## config.mk

```make
export PLATFORM = sky130hd
export DESIGN_NAME = task_dispatch_unit_step_core
export DESIGN_NICKNAME = d
export VERILOG_FILES = /design/src/tdu_pkg.sv /design/src/tdu_ctrl.sv /design/src/tdu_datapath.sv /design/src/task_dispatch_unit_step_core.sv
export SDC_FILE = /design/constraint.sdc
export NUM_CORES = 2
export LEC_CHECK = 0
export BUFFER_PORTS_ARGS = -buffer_cell sky130_fd_sc_hd__buf_2
export CELL_PAD_IN_SITES_DETAIL_PLACEMENT = 1
export CELL_PAD_IN_SITES_GLOBAL_PLACEMENT = 2
export CORE_ASPECT_RATIO = 0.5
export CORE_MARGIN = 4
export CORE_UTILIZATION = 25
export DETAILED_ROUTE_END_ITERATION = 10
export PLACE_DENSITY_LB_ADDON = 0.15
export SETUP_SLACK_MARGIN = 0.02
export SKIP_CTS_REPAIR_TIMING = 1
export SLEW_MARGIN = 10
export SYNTH_ARGS = -nofsm -noshare
export SYNTH_HDL_FRONTEND = slang
export SYNTH_SLANG_ARGS = --single-unit
```

## constraint.sdc

```tcl
create_clock -name clk_i -period 8.65 [get_ports clk_i]
set_input_delay 0 -clock clk_i [delete_from_list [all_inputs] [get_ports clk_i]]
set_output_delay 0 -clock clk_i [all_outputs]
set_load 0.05 [all_outputs]
```

## src/tdu_pkg.sv

```systemverilog
// Shared types, codes and helpers for the task dispatch unit.
// Used by tdu_ctrl, tdu_datapath and the top level; depends on nothing.
`default_nettype none
package tdu_pkg;

  typedef struct packed {
    logic [0:0]  opcode;
    logic [15:0] task_id;
    logic [11:0] work_amount;
    logic [7:0]  payload_size;
    logic [0:0]  arrivals_pending;
  } in_item_t;

  typedef struct packed {
    logic [1:0]  kind;
    logic [15:0] out_task_id;
    logic [1:0]  out_channel;
    logic [1:0]  unit_status;
    logic [0:0]  last;
  } out_item_t;

  typedef struct packed {
    logic [15:0] id;
    logic [11:0] work;
    logic [7:0]  size;
  } fifo_entry_t;

  localparam logic [0:0] OpEnqueue = 1'b0;
  localparam logic [0:0] OpTick    = 1'b1;

  localparam logic [1:0] KindResolved = 2'd0;
  localparam logic [1:0] KindSent     = 2'd1;
  localparam logic [1:0] KindStatus   = 2'd2;
  localparam logic [1:0] KindOverflow = 2'd3;

  localparam logic [1:0] CfgExecRate   = 2'd0;
  localparam logic [1:0] CfgChanCount  = 2'd1;
  localparam logic [1:0] CfgChanCaps   = 2'd2;
  localparam logic [1:0] CfgChanQuotas = 2'd3;

  // Commands from the controller to the datapath.
  typedef struct packed {
    logic accept;
    logic enq;
    logic emit_ovf;
    logic ex_add;
    logic ex_retire;
    logic ex_pop_done;
    logic ex_start;
    logic ex_clr;
    logic ch_next;
    logic ch_add;
    logic ch_fin;
    logic ch_fwd;
    logic ch_clr;
    logic ch_start;
    logic ch_ratio;
    logic sr_init;
    logic sr_cmp;
    logic sr_wr;
    logic emit_status;
  } cmd_t;

  // Status from the datapath to the controller.
  typedef struct packed {
    logic fifo_full;
    logic fifo_empty;
    logic head_ok;
    logic out_free;
    logic ex_valid;
    logic ex_ge;
    logic ex_head_ge;
    logic ch_done;
    logic ch_used;
    logic ct_valid;
    logic ct_ge;
    logic quota_open;
    logic ch_head_ge;
    logic sr_single;
    logic sr_last;
  } sts_t;

  function automatic logic [15:0] lane16(input logic [63:0] v, input logic [1:0] i);
    lane16 = v[16*i +: 16];
  endfunction

endpackage
`default_nettype wire

```

## src/tdu_ctrl.sv

```systemverilog
// Sequencer of the task dispatch unit: takes enqueues, reports overflows and walks
// one tick through execution, channel service, ratio ordering and status. Depends on tdu_pkg.
`default_nettype none
module tdu_ctrl (
  input  wire logic          clk_i,
  input  wire logic          rst_ni,
  input  wire logic          in_valid_i,
  input  wire logic [0:0]    opcode_i,
  output logic               in_stall_o,
  input  wire tdu_pkg::sts_t sts_i,
  output tdu_pkg::cmd_t      cmd_o
);
  import tdu_pkg::*;

  typedef enum logic [3:0] {
    S_IDLE, S_OVF, S_EX_ADD, S_EX_CHK, S_EX_LOOP, S_CH_SEL, S_CH_ADD, S_CH_FIN,
    S_CH_LOOP, S_CH_RATIO, S_SR_INIT, S_SR_CMP, S_SR_WR, S_STATUS
  } state_e;

  state_e state_q, state_d;
  logic   accept;

  assign in_stall_o = (state_q != S_IDLE);
  assign accept     = in_valid_i && (state_q == S_IDLE);

  always_comb begin
    cmd_o   = '0;
    state_d = state_q;
    unique case (state_q)
      S_IDLE: begin
        if (accept) begin
          cmd_o.accept = 1'b1;
          if (opcode_i == OpTick) begin
            state_d = S_EX_ADD;
          end else if (sts_i.fifo_full) begin
            state_d = S_OVF;
          end else begin
            cmd_o.enq = 1'b1;
          end
        end
      end
      S_OVF: begin
        if (sts_i.out_free) begin
          cmd_o.emit_ovf = 1'b1;
          state_d = S_IDLE;
        end
      end
      S_EX_ADD: begin
        cmd_o.ex_add = 1'b1;
        state_d = S_EX_CHK;
      end
      S_EX_CHK: begin
        if (!sts_i.ex_valid) begin
          state_d = S_EX_LOOP;
        end else if (!sts_i.ex_ge) begin
          state_d = S_CH_SEL;
        end else if (sts_i.out_free) begin
          cmd_o.ex_retire = 1'b1;
          state_d = S_EX_LOOP;
        end
      end
      S_EX_LOOP: begin
        if (sts_i.fifo_empty) begin
          cmd_o.ex_clr = 1'b1;
          state_d = S_CH_SEL;
        end else if (sts_i.head_ok) begin
          if (!sts_i.ex_head_ge) begin
            cmd_o.ex_start = 1'b1;
            state_d = S_CH_SEL;
          end else if (sts_i.out_free) begin
            cmd_o.ex_pop_done = 1'b1;
          end
        end
      end
      S_CH_SEL: begin
        if (sts_i.ch_done) begin
          state_d = S_SR_INIT;
        end else if (!sts_i.ch_used) begin
          cmd_o.ch_next = 1'b1;
        end else begin
          state_d = S_CH_ADD;
        end
      end
      S_CH_ADD: begin
        cmd_o.ch_add = 1'b1;
        state_d = S_CH_FIN;
      end
      S_CH_FIN: begin
        if (!sts_i.ct_valid) begin
          state_d = S_CH_LOOP;
        end else if (!sts_i.ct_ge) begin
          // A task still in flight keeps the channel busy for this tick.
          cmd_o.ch_next = 1'b1;
          state_d = S_CH_SEL;
        end else if (sts_i.out_free) begin
          cmd_o.ch_fin = 1'b1;
          state_d = S_CH_LOOP;
        end
      end
      S_CH_LOOP: begin
        if (sts_i.fifo_empty || !sts_i.quota_open) begin
          cmd_o.ch_clr = 1'b1;
          state_d = S_CH_RATIO;
        end else if (sts_i.head_ok) begin
          if (!sts_i.ch_head_ge) begin
            cmd_o.ch_start = 1'b1;
            state_d = S_CH_RATIO;
          end else if (sts_i.out_free) begin
            cmd_o.ch_fwd = 1'b1;
          end
        end
      end
      S_CH_RATIO: begin
        cmd_o.ch_ratio = 1'b1;
        cmd_o.ch_next = 1'b1;
        state_d = S_CH_SEL;
      end
      S_SR_INIT: begin
        cmd_o.sr_init = 1'b1;
        state_d = sts_i.sr_single ? S_SR_WR : S_SR_CMP;
      end
      S_SR_CMP: begin
        cmd_o.sr_cmp = 1'b1;
        if (sts_i.sr_last) begin
          state_d = S_SR_WR;
        end
      end
      S_SR_WR: begin
        cmd_o.sr_wr = 1'b1;
        state_d = S_STATUS;
      end
      S_STATUS: begin
        if (sts_i.out_free) begin
          cmd_o.emit_status = 1'b1;
          state_d = S_IDLE;
        end
      end
      default: state_d = S_IDLE;
    endcase
  end

  always_ff @(posedge clk_i or negedge rst_ni) begin
    if (!rst_ni) begin
      state_q <= S_IDLE;
    end else begin
      state_q <= state_d;
    end
  end

endmodule
`default_nettype wire

```

## src/tdu_datapath.sv

```systemverilog
// Datapath of the task dispatch unit: configuration, task queue memory,
// execution and channel state, ratio ranking and the result register. Depends on tdu_pkg.
`default_nettype none
module tdu_datapath #(
  parameter int QUEUE_DEPTH  = 32,
  parameter int MAX_CHANNELS = 4
) (
  input  wire logic               clk_i,
  input  wire logic               rst_ni,
  input  wire logic               cfg_we_i,
  input  wire logic [1:0]         cfg_idx_i,
  input  wire logic [63:0]        cfg_data_i,
  input  wire tdu_pkg::in_item_t  in_item_i,
  output logic                    out_valid_o,
  input  wire logic               out_stall_i,
  output tdu_pkg::out_item_t      out_item_o,
  input  wire tdu_pkg::cmd_t      cmd_i,
  output tdu_pkg::sts_t           sts_o
);
  import tdu_pkg::*;

  localparam int QW   = (QUEUE_DEPTH > 1) ? $clog2(QUEUE_DEPTH) : 1;
  localparam int CNTW = $clog2(QUEUE_DEPTH + 1);
  localparam int CIW  = (MAX_CHANNELS > 1) ? $clog2(MAX_CHANNELS) : 1;
  localparam logic [CIW-1:0] LastB = CIW'(MAX_CHANNELS - 1);
  localparam logic [CIW-1:0] LastA = CIW'((MAX_CHANNELS > 1) ? MAX_CHANNELS - 2 : 0);
  localparam logic [QW-1:0]  LastPtr = QW'(QUEUE_DEPTH - 1);

  // Configuration.
  logic [15:0] exec_rate_q;
  logic [2:0]  chan_count_q;
  logic [63:0] caps_q, quotas_q;

  // Task queue.
  fifo_entry_t         mem_q [QUEUE_DEPTH];
  fifo_entry_t         head_q;
  logic [QW-1:0]       rd_ptr_q, wr_ptr_q;
  logic [CNTW-1:0]     count_q;
  logic                head_ok_q;
  logic                pop;

  // Latched request fields.
  logic [15:0] req_id_q;
  logic        req_pend_q;

  // Execution.
  logic [16:0] ex_prog_q;
  logic [15:0] ex_id_q;
  logic [11:0] ex_work_q;
  logic        ex_valid_q;

  // Channels.
  logic [16:0]    cprog_q  [MAX_CHANNELS];
  logic [16:0]    sent_q   [MAX_CHANNELS];
  logic [15:0]    ct_id_q  [MAX_CHANNELS];
  logic [7:0]     ct_size_q[MAX_CHANNELS];
  logic [MAX_CHANNELS-1:0] ct_valid_q;
  logic [16:0]    num_q    [MAX_CHANNELS];
  logic [15:0]    den_q    [MAX_CHANNELS];
  logic [CIW-1:0] order_q  [MAX_CHANNELS];
  logic [CIW-1:0] rank_q   [MAX_CHANNELS];
  logic [2:0]     slot_q;
  logic [CIW-1:0] pa_q, pb_q;

  logic           out_valid_q;
  out_item_t      out_q;

  logic [2:0]     used;
  logic           ch_done;
  logic [CIW-1:0] c;
  logic [1:0]     c2;
  logic [15:0]    cap_c, quota_c;
  logic [32:0]    prod_l, prod_r;
  logic           unsat;
  logic           work_left;

  assign used    = (chan_count_q > 3'(MAX_CHANNELS)) ? 3'(MAX_CHANNELS) : chan_count_q;
  assign ch_done = (slot_q == 3'(MAX_CHANNELS));
  assign c       = ch_done ? order_q[0] : order_q[slot_q[CIW-1:0]];
  assign c2      = 2'(c);
  assign cap_c   = lane16(caps_q, c2);
  assign quota_c = lane16(quotas_q, c2);
  assign pop     = cmd_i.ex_pop_done || cmd_i.ex_start || cmd_i.ch_fwd || cmd_i.ch_start;

  // Exact ratio compare: a goes before b when num_a*den_b < num_b*den_a,
  // with ties to the lower index, and a is always the lower index here.
  assign prod_l = 33'(num_q[pa_q]) * 33'(den_q[pb_q]);
  assign prod_r = 33'(num_q[pb_q]) * 33'(den_q[pa_q]);

  always_comb begin
    unsat = 1'b0;
    for (int k = 0; k < MAX_CHANNELS; k++) begin
      if ((3'(k) < used) &&
          ((sent_q[k] < {1'b0, lane16(quotas_q, 2'(k))}) || ct_valid_q[k])) begin
        unsat = 1'b1;
      end
    end
  end

  assign work_left = (count_q != '0) || ex_valid_q || req_pend_q;

  always_comb begin
    sts_o            = '0;
    sts_o.fifo_full  = (count_q >= CNTW'(QUEUE_DEPTH));
    sts_o.fifo_empty = (count_q == '0);
    sts_o.head_ok    = head_ok_q;
    sts_o.out_free   = !out_valid_q || !out_stall_i;
    sts_o.ex_valid   = ex_valid_q;
    sts_o.ex_ge      = (ex_prog_q >= 17'(ex_work_q));
    sts_o.ex_head_ge = (ex_prog_q >= 17'(head_q.work));
    sts_o.ch_done    = ch_done;
    sts_o.ch_used    = (3'(c) < used);
    sts_o.ct_valid   = ct_valid_q[c];
    sts_o.ct_ge      = (cprog_q[c] >= 17'(ct_size_q[c]));
    sts_o.quota_open = (sent_q[c] < 17'(quota_c));
    sts_o.ch_head_ge = (cprog_q[c] >= 17'(head_q.size));
    sts_o.sr_single  = (MAX_CHANNELS == 1);
    sts_o.sr_last    = (pa_q == LastA) && (pb_q == LastB);
  end

  // Configuration registers.
  always_ff @(posedge clk_i or negedge rst_ni) begin
    if (!rst_ni) begin
      exec_rate_q  <= '0;
      chan_count_q <= '0;
      caps_q       <= '0;
      quotas_q     <= '0;
    end else if (cfg_we_i) begin
      unique case (cfg_idx_i)
        CfgExecRate:   exec_rate_q  <= cfg_data_i[15:0];
        CfgChanCount:  chan_count_q <= cfg_data_i[2:0];
        CfgChanCaps:   caps_q       <= cfg_data_i;
        CfgChanQuotas: quotas_q     <= cfg_data_i;
        default: ;
      endcase
    end
  end

  // Queue memory: one write port, one registered read at the head.
  always_ff @(posedge clk_i) begin
    if (cmd_i.enq) begin
      mem_q[wr_ptr_q] <= '{id: in_item_i.task_id, work: in_item_i.work_amount,
                           size: in_item_i.payload_size};
    end
    head_q <= mem_q[rd_ptr_q];
  end

  always_ff @(posedge clk_i or negedge rst_ni) begin
    if (!rst_ni) begin
      rd_ptr_q  <= '0;
      wr_ptr_q  <= '0;
      count_q   <= '0;
      head_ok_q <= 1'b0;
    end else begin
      // head_ok is cleared after a pointer move or a write, until the head register has been read anew.
      head_ok_q <= !(pop || cmd_i.enq);
      if (cmd_i.enq) begin
        wr_ptr_q <= (wr_ptr_q == LastPtr) ? '0 : wr_ptr_q + 1'b1;
        count_q  <= count_q + 1'b1;
      end else if (pop) begin
        rd_ptr_q <= (rd_ptr_q == LastPtr) ? '0 : rd_ptr_q + 1'b1;
        count_q  <= count_q - 1'b1;
      end
    end
  end

  always_ff @(posedge clk_i) begin
    if (cmd_i.accept) begin
      req_id_q <= in_item_i.task_id;
    end
    if (cmd_i.ex_start) begin
      ex_id_q   <= head_q.id;
      ex_work_q <= head_q.work;
    end
    if (cmd_i.ch_start) begin
      ct_id_q[c]   <= head_q.id;
      ct_size_q[c] <= head_q.size;
    end
  end

  always_ff @(posedge clk_i or negedge rst_ni) begin
    if (!rst_ni) begin
      req_pend_q <= 1'b0;
      ex_prog_q  <= '0;
      ex_valid_q <= 1'b0;
      ct_valid_q <= '0;
      slot_q     <= '0;
      pa_q       <= '0;
      pb_q       <= '0;
      for (int k = 0; k < MAX_CHANNELS; k++) begin
        cprog_q[k] <= '0;
        sent_q[k]  <= '0;
        num_q[k]   <= 17'd1;
        den_q[k]   <= 16'd1;
        order_q[k] <= CIW'(k);
        rank_q[k]  <= '0;
      end
    end else begin
      if (cmd_i.accept) begin
        req_pend_q <= in_item_i.arrivals_pending[0];
        slot_q     <= '0;
      end
      if (cmd_i.ex_add) begin
        ex_prog_q <= ex_prog_q + 17'(exec_rate_q);
      end
      if (cmd_i.ex_retire) begin
        ex_prog_q  <= ex_prog_q - 17'(ex_work_q);
        ex_valid_q <= 1'b0;
      end
      if (cmd_i.ex_pop_done) begin
        ex_prog_q <= ex_prog_q - 17'(head_q.work);
      end
      if (cmd_i.ex_start) begin
        ex_valid_q <= 1'b1;
      end
      if (cmd_i.ex_clr) begin
        ex_prog_q <= '0;
      end
      if (cmd_i.ch_next) begin
        slot_q <= slot_q + 1'b1;
      end
      if (cmd_i.ch_add) begin
        cprog_q[c] <= cprog_q[c] + 17'(cap_c);
      end
      if (cmd_i.ch_fin) begin
        cprog_q[c]    <= cprog_q[c] - 17'(ct_size_q[c]);
        ct_valid_q[c] <= 1'b0;
      end
      if (cmd_i.ch_fwd) begin
        cprog_q[c] <= cprog_q[c] - 17'(head_q.size);
        sent_q[c]  <= sent_q[c] + 17'(head_q.size);
      end
      if (cmd_i.ch_clr) begin
        cprog_q[c] <= '0;
      end
      if (cmd_i.ch_start) begin
        ct_valid_q[c] <= 1'b1;
        sent_q[c]     <= sent_q[c] + 17'(head_q.size);
      end
      if (cmd_i.ch_ratio) begin
        if (quota_c == '0) begin
          num_q[c] <= 17'd1;
          den_q[c] <= 16'd1;
        end else begin
          num_q[c] <= sent_q[c];
          den_q[c] <= quota_c;
        end
      end
      if (cmd_i.sr_init) begin
        for (int k = 0; k < MAX_CHANNELS; k++) begin
          rank_q[k] <= '0;
        end
        pa_q <= '0;
        pb_q <= CIW'((MAX_CHANNELS > 1) ? 1 : 0);
      end
      if (cmd_i.sr_cmp) begin
        // The channel that goes later gains one rank.
        if (prod_l <= prod_r) begin
          rank_q[pb_q] <= rank_q[pb_q] + 1'b1;
        end else begin
          rank_q[pa_q] <= rank_q[pa_q] + 1'b1;
        end
        if (pb_q == LastB) begin
          pa_q <= pa_q + 1'b1;
          pb_q <= pa_q + CIW'(2);
        end else begin
          pb_q <= pb_q + 1'b1;
        end
      end
      if (cmd_i.sr_wr) begin
        for (int k = 0; k < MAX_CHANNELS; k++) begin
          order_q[rank_q[k]] <= CIW'(k);
        end
      end
    end
  end

  // Result register.
  always_ff @(posedge clk_i or negedge rst_ni) begin
    if (!rst_ni) begin
      out_valid_q <= 1'b0;
    end else if (cmd_i.emit_ovf || cmd_i.ex_retire || cmd_i.ex_pop_done ||
                 cmd_i.ch_fin || cmd_i.ch_fwd || cmd_i.emit_status) begin
      out_valid_q <= 1'b1;
    end else if (!out_stall_i) begin
      out_valid_q <= 1'b0;
    end
  end

  always_ff @(posedge clk_i) begin
    if (cmd_i.emit_ovf) begin
      out_q <= '{kind: KindOverflow, out_task_id: req_id_q, out_channel: 2'd0,
                 unit_status: 2'd0, last: 1'b1};
    end else if (cmd_i.ex_retire) begin
      out_q <= '{kind: KindResolved, out_task_id: ex_id_q, out_channel: 2'd0,
                 unit_status: 2'd0, last: 1'b0};
    end else if (cmd_i.ex_pop_done) begin
      out_q <= '{kind: KindResolved, out_task_id: head_q.id, out_channel: 2'd0,
                 unit_status: 2'd0, last: 1'b0};
    end else if (cmd_i.ch_fin) begin
      out_q <= '{kind: KindSent, out_task_id: ct_id_q[c], out_channel: c2,
                 unit_status: 2'd0, last: 1'b0};
    end else if (cmd_i.ch_fwd) begin
      out_q <= '{kind: KindSent, out_task_id: head_q.id, out_channel: c2,
                 unit_status: 2'd0, last: 1'b0};
    end else if (cmd_i.emit_status) begin
      out_q <= '{kind: KindStatus, out_task_id: 16'd0, out_channel: 2'd0,
                 unit_status: {work_left, unsat}, last: 1'b1};
    end
  end

  assign out_valid_o = out_valid_q;
  assign out_item_o  = out_q;

endmodule
`default_nettype wire

```

## src/task_dispatch_unit_step_core.sv

```systemverilog
// Top level of the task dispatch unit: joins the sequencer and the datapath.
// Depends on tdu_pkg, tdu_ctrl and tdu_datapath.
//
// One request at a time. An enqueue does not stall the input. An overflow
// request moves the sequencer to S_OVF, which loads the overflow result into
// the result register once that register is free. After a tick is taken, the
// input stays stalled while the sequencer walks execution, every channel slot
// and the pairwise ratio ranking and emits the status result, plus any output
// stalls. Each queue pop of a retired or forwarded task waits for a head
// memory read. A channel whose task is still in flight skips its queue service
// and ratio update. The single head read of the queue memory and the one ratio
// comparator set the length of this stall. The result register lets the next
// request enter while the last result is still waiting.
`default_nettype none
module task_dispatch_unit_step_core #(
  parameter int QUEUE_DEPTH  = 32,
  parameter int MAX_CHANNELS = 4
) (
  input  wire logic               clk_i,
  input  wire logic               rst_ni,
  input  wire logic               cfg_we_i,
  input  wire logic [1:0]         cfg_idx_i,
  input  wire logic [63:0]        cfg_data_i,
  input  wire logic               in_valid_i,
  output logic                    in_stall_o,
  input  wire tdu_pkg::in_item_t  in_item_i,
  output logic                    out_valid_o,
  input  wire logic               out_stall_i,
  output tdu_pkg::out_item_t      out_item_o
);
  import tdu_pkg::*;

  cmd_t cmd;
  sts_t sts;

  tdu_ctrl u_ctrl (
    .clk_i      (clk_i),
    .rst_ni     (rst_ni),
    .in_valid_i (in_valid_i),
    .opcode_i   (in_item_i.opcode),
    .in_stall_o (in_stall_o),
    .sts_i      (sts),
    .cmd_o      (cmd)
  );

  tdu_datapath #(
    .QUEUE_DEPTH  (QUEUE_DEPTH),
    .MAX_CHANNELS (MAX_CHANNELS)
  ) u_datapath (
    .clk_i       (clk_i),
    .rst_ni      (rst_ni),
    .cfg_we_i    (cfg_we_i),
    .cfg_idx_i   (cfg_idx_i),
    .cfg_data_i  (cfg_data_i),
    .in_item_i   (in_item_i),
    .out_valid_o (out_valid_o),
    .out_stall_i (out_stall_i),
    .out_item_o  (out_item_o),
    .cmd_i       (cmd),
    .sts_o       (sts)
  );

endmodule
`default_nettype wire
```

==> results.sh <==
export IMPL_synth_seq_area_share_pct=52.12
export IMPL_finalWeightedCongestion=0.7950
export IMPL_nets=9133
export IMPL_critPathRequiredTime_ns=9.31
export IMPL_finalHoldViolations=0
export IMPL_worstPathBufferInverterCount=11
export IMPL_ys_ff_latch=1833
export IMPL_die_area_um2=411600
export IMPL_setup_viol=8
export IMPL_switchingPower_mw=17.92
export IMPL_place_area_um2=110600
export IMPL_cp_endpoint="u_datapath.rank_q[3]"
export IMPL_failed_checks="setup timing"
export IMPL_maxSlewViolCount=0
export IMPL_synthAdderAreaFrac_pct=13.72
export IMPL_synth_top_family_by_area="multiplexers"
export IMPL_sw_frac_of_total_pct=43.02
export IMPL_clock_fmax_ghz=0.1148
export IMPL_crit_path_end_kind="flop"
export IMPL_critPathMaxStageDelay_ns=0.60
export IMPL_synth_edf_count=1308
export IMPL_synthTopCellsByArea="edfxtp_1, dfrtp_1, mux4_2, fa_1, ha_1"
export IMPL_maxSlewHeadroom_pct=22.65
export IMPL_fill_cells=42599
export IMPL_synthFlopType="edfxtp_1"
export IMPL_grt_pass1_wl_mm=514.5
export IMPL_regToRegSetupSlack_ns=-0.06
export IMPL_grt_setup_unrepaired="yes"
export IMPL_detail_route_antenna_nets=0
export IMPL_slowest_stage="fa_1"
export IMPL_grt_start_max_net_pins=136
export IMPL_synth_cell_types=106
export IMPL_cp_depth=33
export IMPL_fp_coreArea_um2=399100
export IMPL_post_route_min_period_ns=8.713
export IMPL_clock_skew_ns=0.09913
export IMPL_cts_htree_levels=4
export IMPL_max_cap_violations=0
export IMPL_synth_xor_area_share_pct=1.250
export IMPL_path_clk_slew_ns=0.06
export IMPL_numPortBuffers=133
export IMPL_num_rows=164
export IMPL_finalWorstSetupSlack_ns=-0.06288
export IMPL_r2r_cells=33
export IMPL_synth_warnings=0
export IMPL_cp_max_fo=9
export IMPL_grt_overflow=0
export IMPL_drc=0
export IMPL_netlist_area_um2=100200
export IMPL_synth_simple_area_share_pct=8.314
export IMPL_die_h_um=455.6
export IMPL_min_delay_start="cfg_data_i[20]"
export IMPL_tightestPinTransition_ns=1.159
export IMPL_grtUsageTotal_pct=16.98
export IMPL_crit_type="flop to flop"
export IMPL_setup_tns_ns=-0.3380
export IMPL_cts_tree="built"
export IMPL_drt_iter0_markers=4086
export IMPL_combPwrFrac_pct=51.7
export IMPL_viasPerCell=4.646
export IMPL_die_w_um=903.3
export IMPL_wl_mm=355.6
export IMPL_reg2reg_from="u_datapath.pb_q[0]"
export IMPL_hold_class="input pin to flop"
export IMPL_r2r_end="u_datapath.rank_q[3]"
export IMPL_power_total_mw=41.66
export IMPL_io_pins=134
export IMPL_critPathMostFrequentCell="fa_1"
export IMPL_grt_antenna_before_repair=16
export IMPL_clk_latency_ns=0.90
export IMPL_p_int_mw=23.74
export IMPL_drtPass1Iterations=5
export IMPL_postSynthNetCount=8487
export IMPL_start_kind="flop"
export IMPL_post_synth_top_area_cell="edfxtp_1"
export IMPL_clock_power_share_pct=20.8
export IMPL_synth_mux_area_share_pct=13.91
export IMPL_synth_most_common_cell="edfxtp_1"
export IMPL_clockBufferDepth=4
export IMPL_max_vdd_ir_drop_mv=0.4211
export IMPL_grt_pass1_vias=69036
export IMPL_outcome="complete, but fails checks"
export IMPL_power_frac_seq_pct=27.5
export IMPL_synth_common_cells="edfxtp_1, nand2_1, inv_1"
export IMPL_leakagePower_nw=46.06
export IMPL_crit_start="u_datapath.pb_q[0]"
export IMPL_synth_compound_area_share_pct=6.716
export IMPL_arrival_ns=9.37
export IMPL_async_flop_share_pct=26.35
export IMPL_cts_sinks=1833
export IMPL_crit_family="adder cells"
export IMPL_drive_above_1_share_pct=22.18
export IMPL_final_area_um2=119200
export IMPL_ctsRootBufferMaster="clkbuf_16"
export IMPL_synth_top_area_share_pct=39.20
export IMPL_num_vias=63430
export IMPL_cts_buffers=201
export IMPL_syn_inst=7534
export IMPL_place_hpwl_mm=244.2
export IMPL_min_period_over_period_pct=100.7
export IMPL_layout_area_overhead_vs_synth_pct=19.01
export IMPL_powerDensity_nw_per_um2=349.4
export IMPL_start_util_pct=25.10
export IMPL_routedWlPerCell_um=26.05
export IMPL_avgSynthCellArea_um2=13.30
[flip-flops by register name, indices dropped and copies added (netlist names), 64 cells and up, named ones only]
signal	count
u_datapath.cprog_q	68
u_datapath.caps_q	64
u_datapath.sent_q	68
u_datapath.num_q	68
u_datapath.quotas_q	64
u_datapath.den_q	64
u_datapath.ct_id_q	64
u_datapath.mem_q	1152
[worst min path at each step]
stage | end | slack (ns) | depth (start not counted)
after floorplan | asynchronous set/reset pin | -0.30 | 0
after global placement | u_datapath.den_q[60] | 0.07 | 1
after detailed placement | u_datapath.den_q[60] | 0.07 | 1
after CTS | u_datapath.num_q[31] | -0.86 | 1
after global routing | u_datapath.caps_q[20] | -0.003 | 3
final | u_datapath.caps_q[20] | 0.02 | 3
[logic make-up after synthesis]
kind of cell               after synthesis
DFF                                   1833
xor gates and xnor gates               143
and+or+nand+nor                       1805
AOI/OAI and AO/OA                     1069
buffers and inverters                 1005
muxes                                  835
adders and majority gates              844
[layout by cell type (no fill, tap or decap), types with 36 or more instances in the layout]
| cell | Yosys | routed |
|---|---|---|
| a211oi_1 | 38 | 37 |
| buf_2 | 26 | 132 |
| mux2_2 | 292 | 292 |
| o31ai_1 | 56 | 52 |
| a31oi_1 | 51 | 49 |
| nor3_1 | 66 | 60 |
| and2_1 | 182 | 178 |
| dfxtp_1 | 42 | 42 |
| mux2i_1 | 126 | 124 |
| dlygate4sd3_1 | 0 | 153 |
| dfrtp_1 | 471 | 462 |
| clkbuf_16 | 0 | 204 |
| mux4_2 | 415 | 415 |
| nand3_1 | 82 | 81 |
| and3_1 | 49 | 48 |
| nor2b_1 | 46 | 46 |
| a21o_1 | 69 | 69 |
| nor2_1 | 242 | 204 |
| nand2_1 | 947 | 939 |
| clkbuf_1 | 246 | 47 |
| ha_1 | 420 | 416 |
| a21oi_1 | 233 | 220 |
| buf_12 | 0 | 50 |
| o21a_1 | 42 | 37 |
| xor2_1 | 56 | 55 |
| edfxtp_1 | 1308 | 1308 |
| o21ai_0 | 342 | 329 |
| fa_1 | 424 | 418 |
| xnor2_1 | 87 | 86 |
| nor2_4 | 0 | 36 |
| buf_4 | 25 | 451 |
| inv_1 | 645 | 640 |
| o22ai_1 | 49 | 49 |
[worst min-delay path, delay by kind of cell]
kind | cells | cell delay [ns]
multiplexers | 1 | 0.15
buffers and inverters | 2 | 0.67
[metal layers]
layer | share of wire [%] | wire, um | GRT usage, % | up-vias
li1 | - | - | - | 28660
met1 | 46 | 162800 | 23.06 | 33717
met2 | 50 | 178600 | 29.93 | 731
met3 | 2.1 | 7602 | 1.440 | 322
met4 | 1.8 | 6576 | 2.930 | 0
met5 | 0 | 0 | 0 | -
[power by group through the flow]
| stage | combinational, mW | sequential (mW) | clock [mW] |
|---|---|---|---|
| global route | 23.6 | 11.6 | 9.33 |
| finish | 21.5 | 11.5 | 8.66 |
| CTS | 21.7 | 11.5 | 8.97 |
| floorplan | 12.9 | 11.2 | 0 |
| detailed placement | 21.5 | 11.7 | 0 |
| global placement | 21.6 | 11.7 | 0 |
[through the flow]
step                      setup slack, ns  instances  utilization [%]  hold WS, ns
after global placement            -0.3044      13107            27.71      0.07113
final                            -0.06288      13652            29.87      0.01534
after global routing              -0.4263      13646            29.87    -0.003236
after detailed placement          -0.3880      13107            27.71      0.07292
after floorplan                   0.03478       7534                -      -0.2956
after CTS                         -0.4177      13463            29.32      -0.8575
[area by class of cell]
| type | instances | area (um^2) | share of cell area (%) |
|---|---|---|---|
| Sequential cell | 1833 | 52240 | 43.82 |
| Inverter | 647 | 2430 | 2.038 |
| Clock inverter | 91 | 960.9 | 0.8059 |
| Clock buffer | 265 | 5463 | 4.582 |
| Multi-Input combinational cell | 4696 | 44690 | 37.48 |
| Tap cell | 5312 | 6646 | 5.574 |
| Timing Repair Buffer | 801 | 6782 | 5.688 |
| Antenna cell | 7 | 17.52 | 0.01469 |
Power figures use the tool's default switching activity.
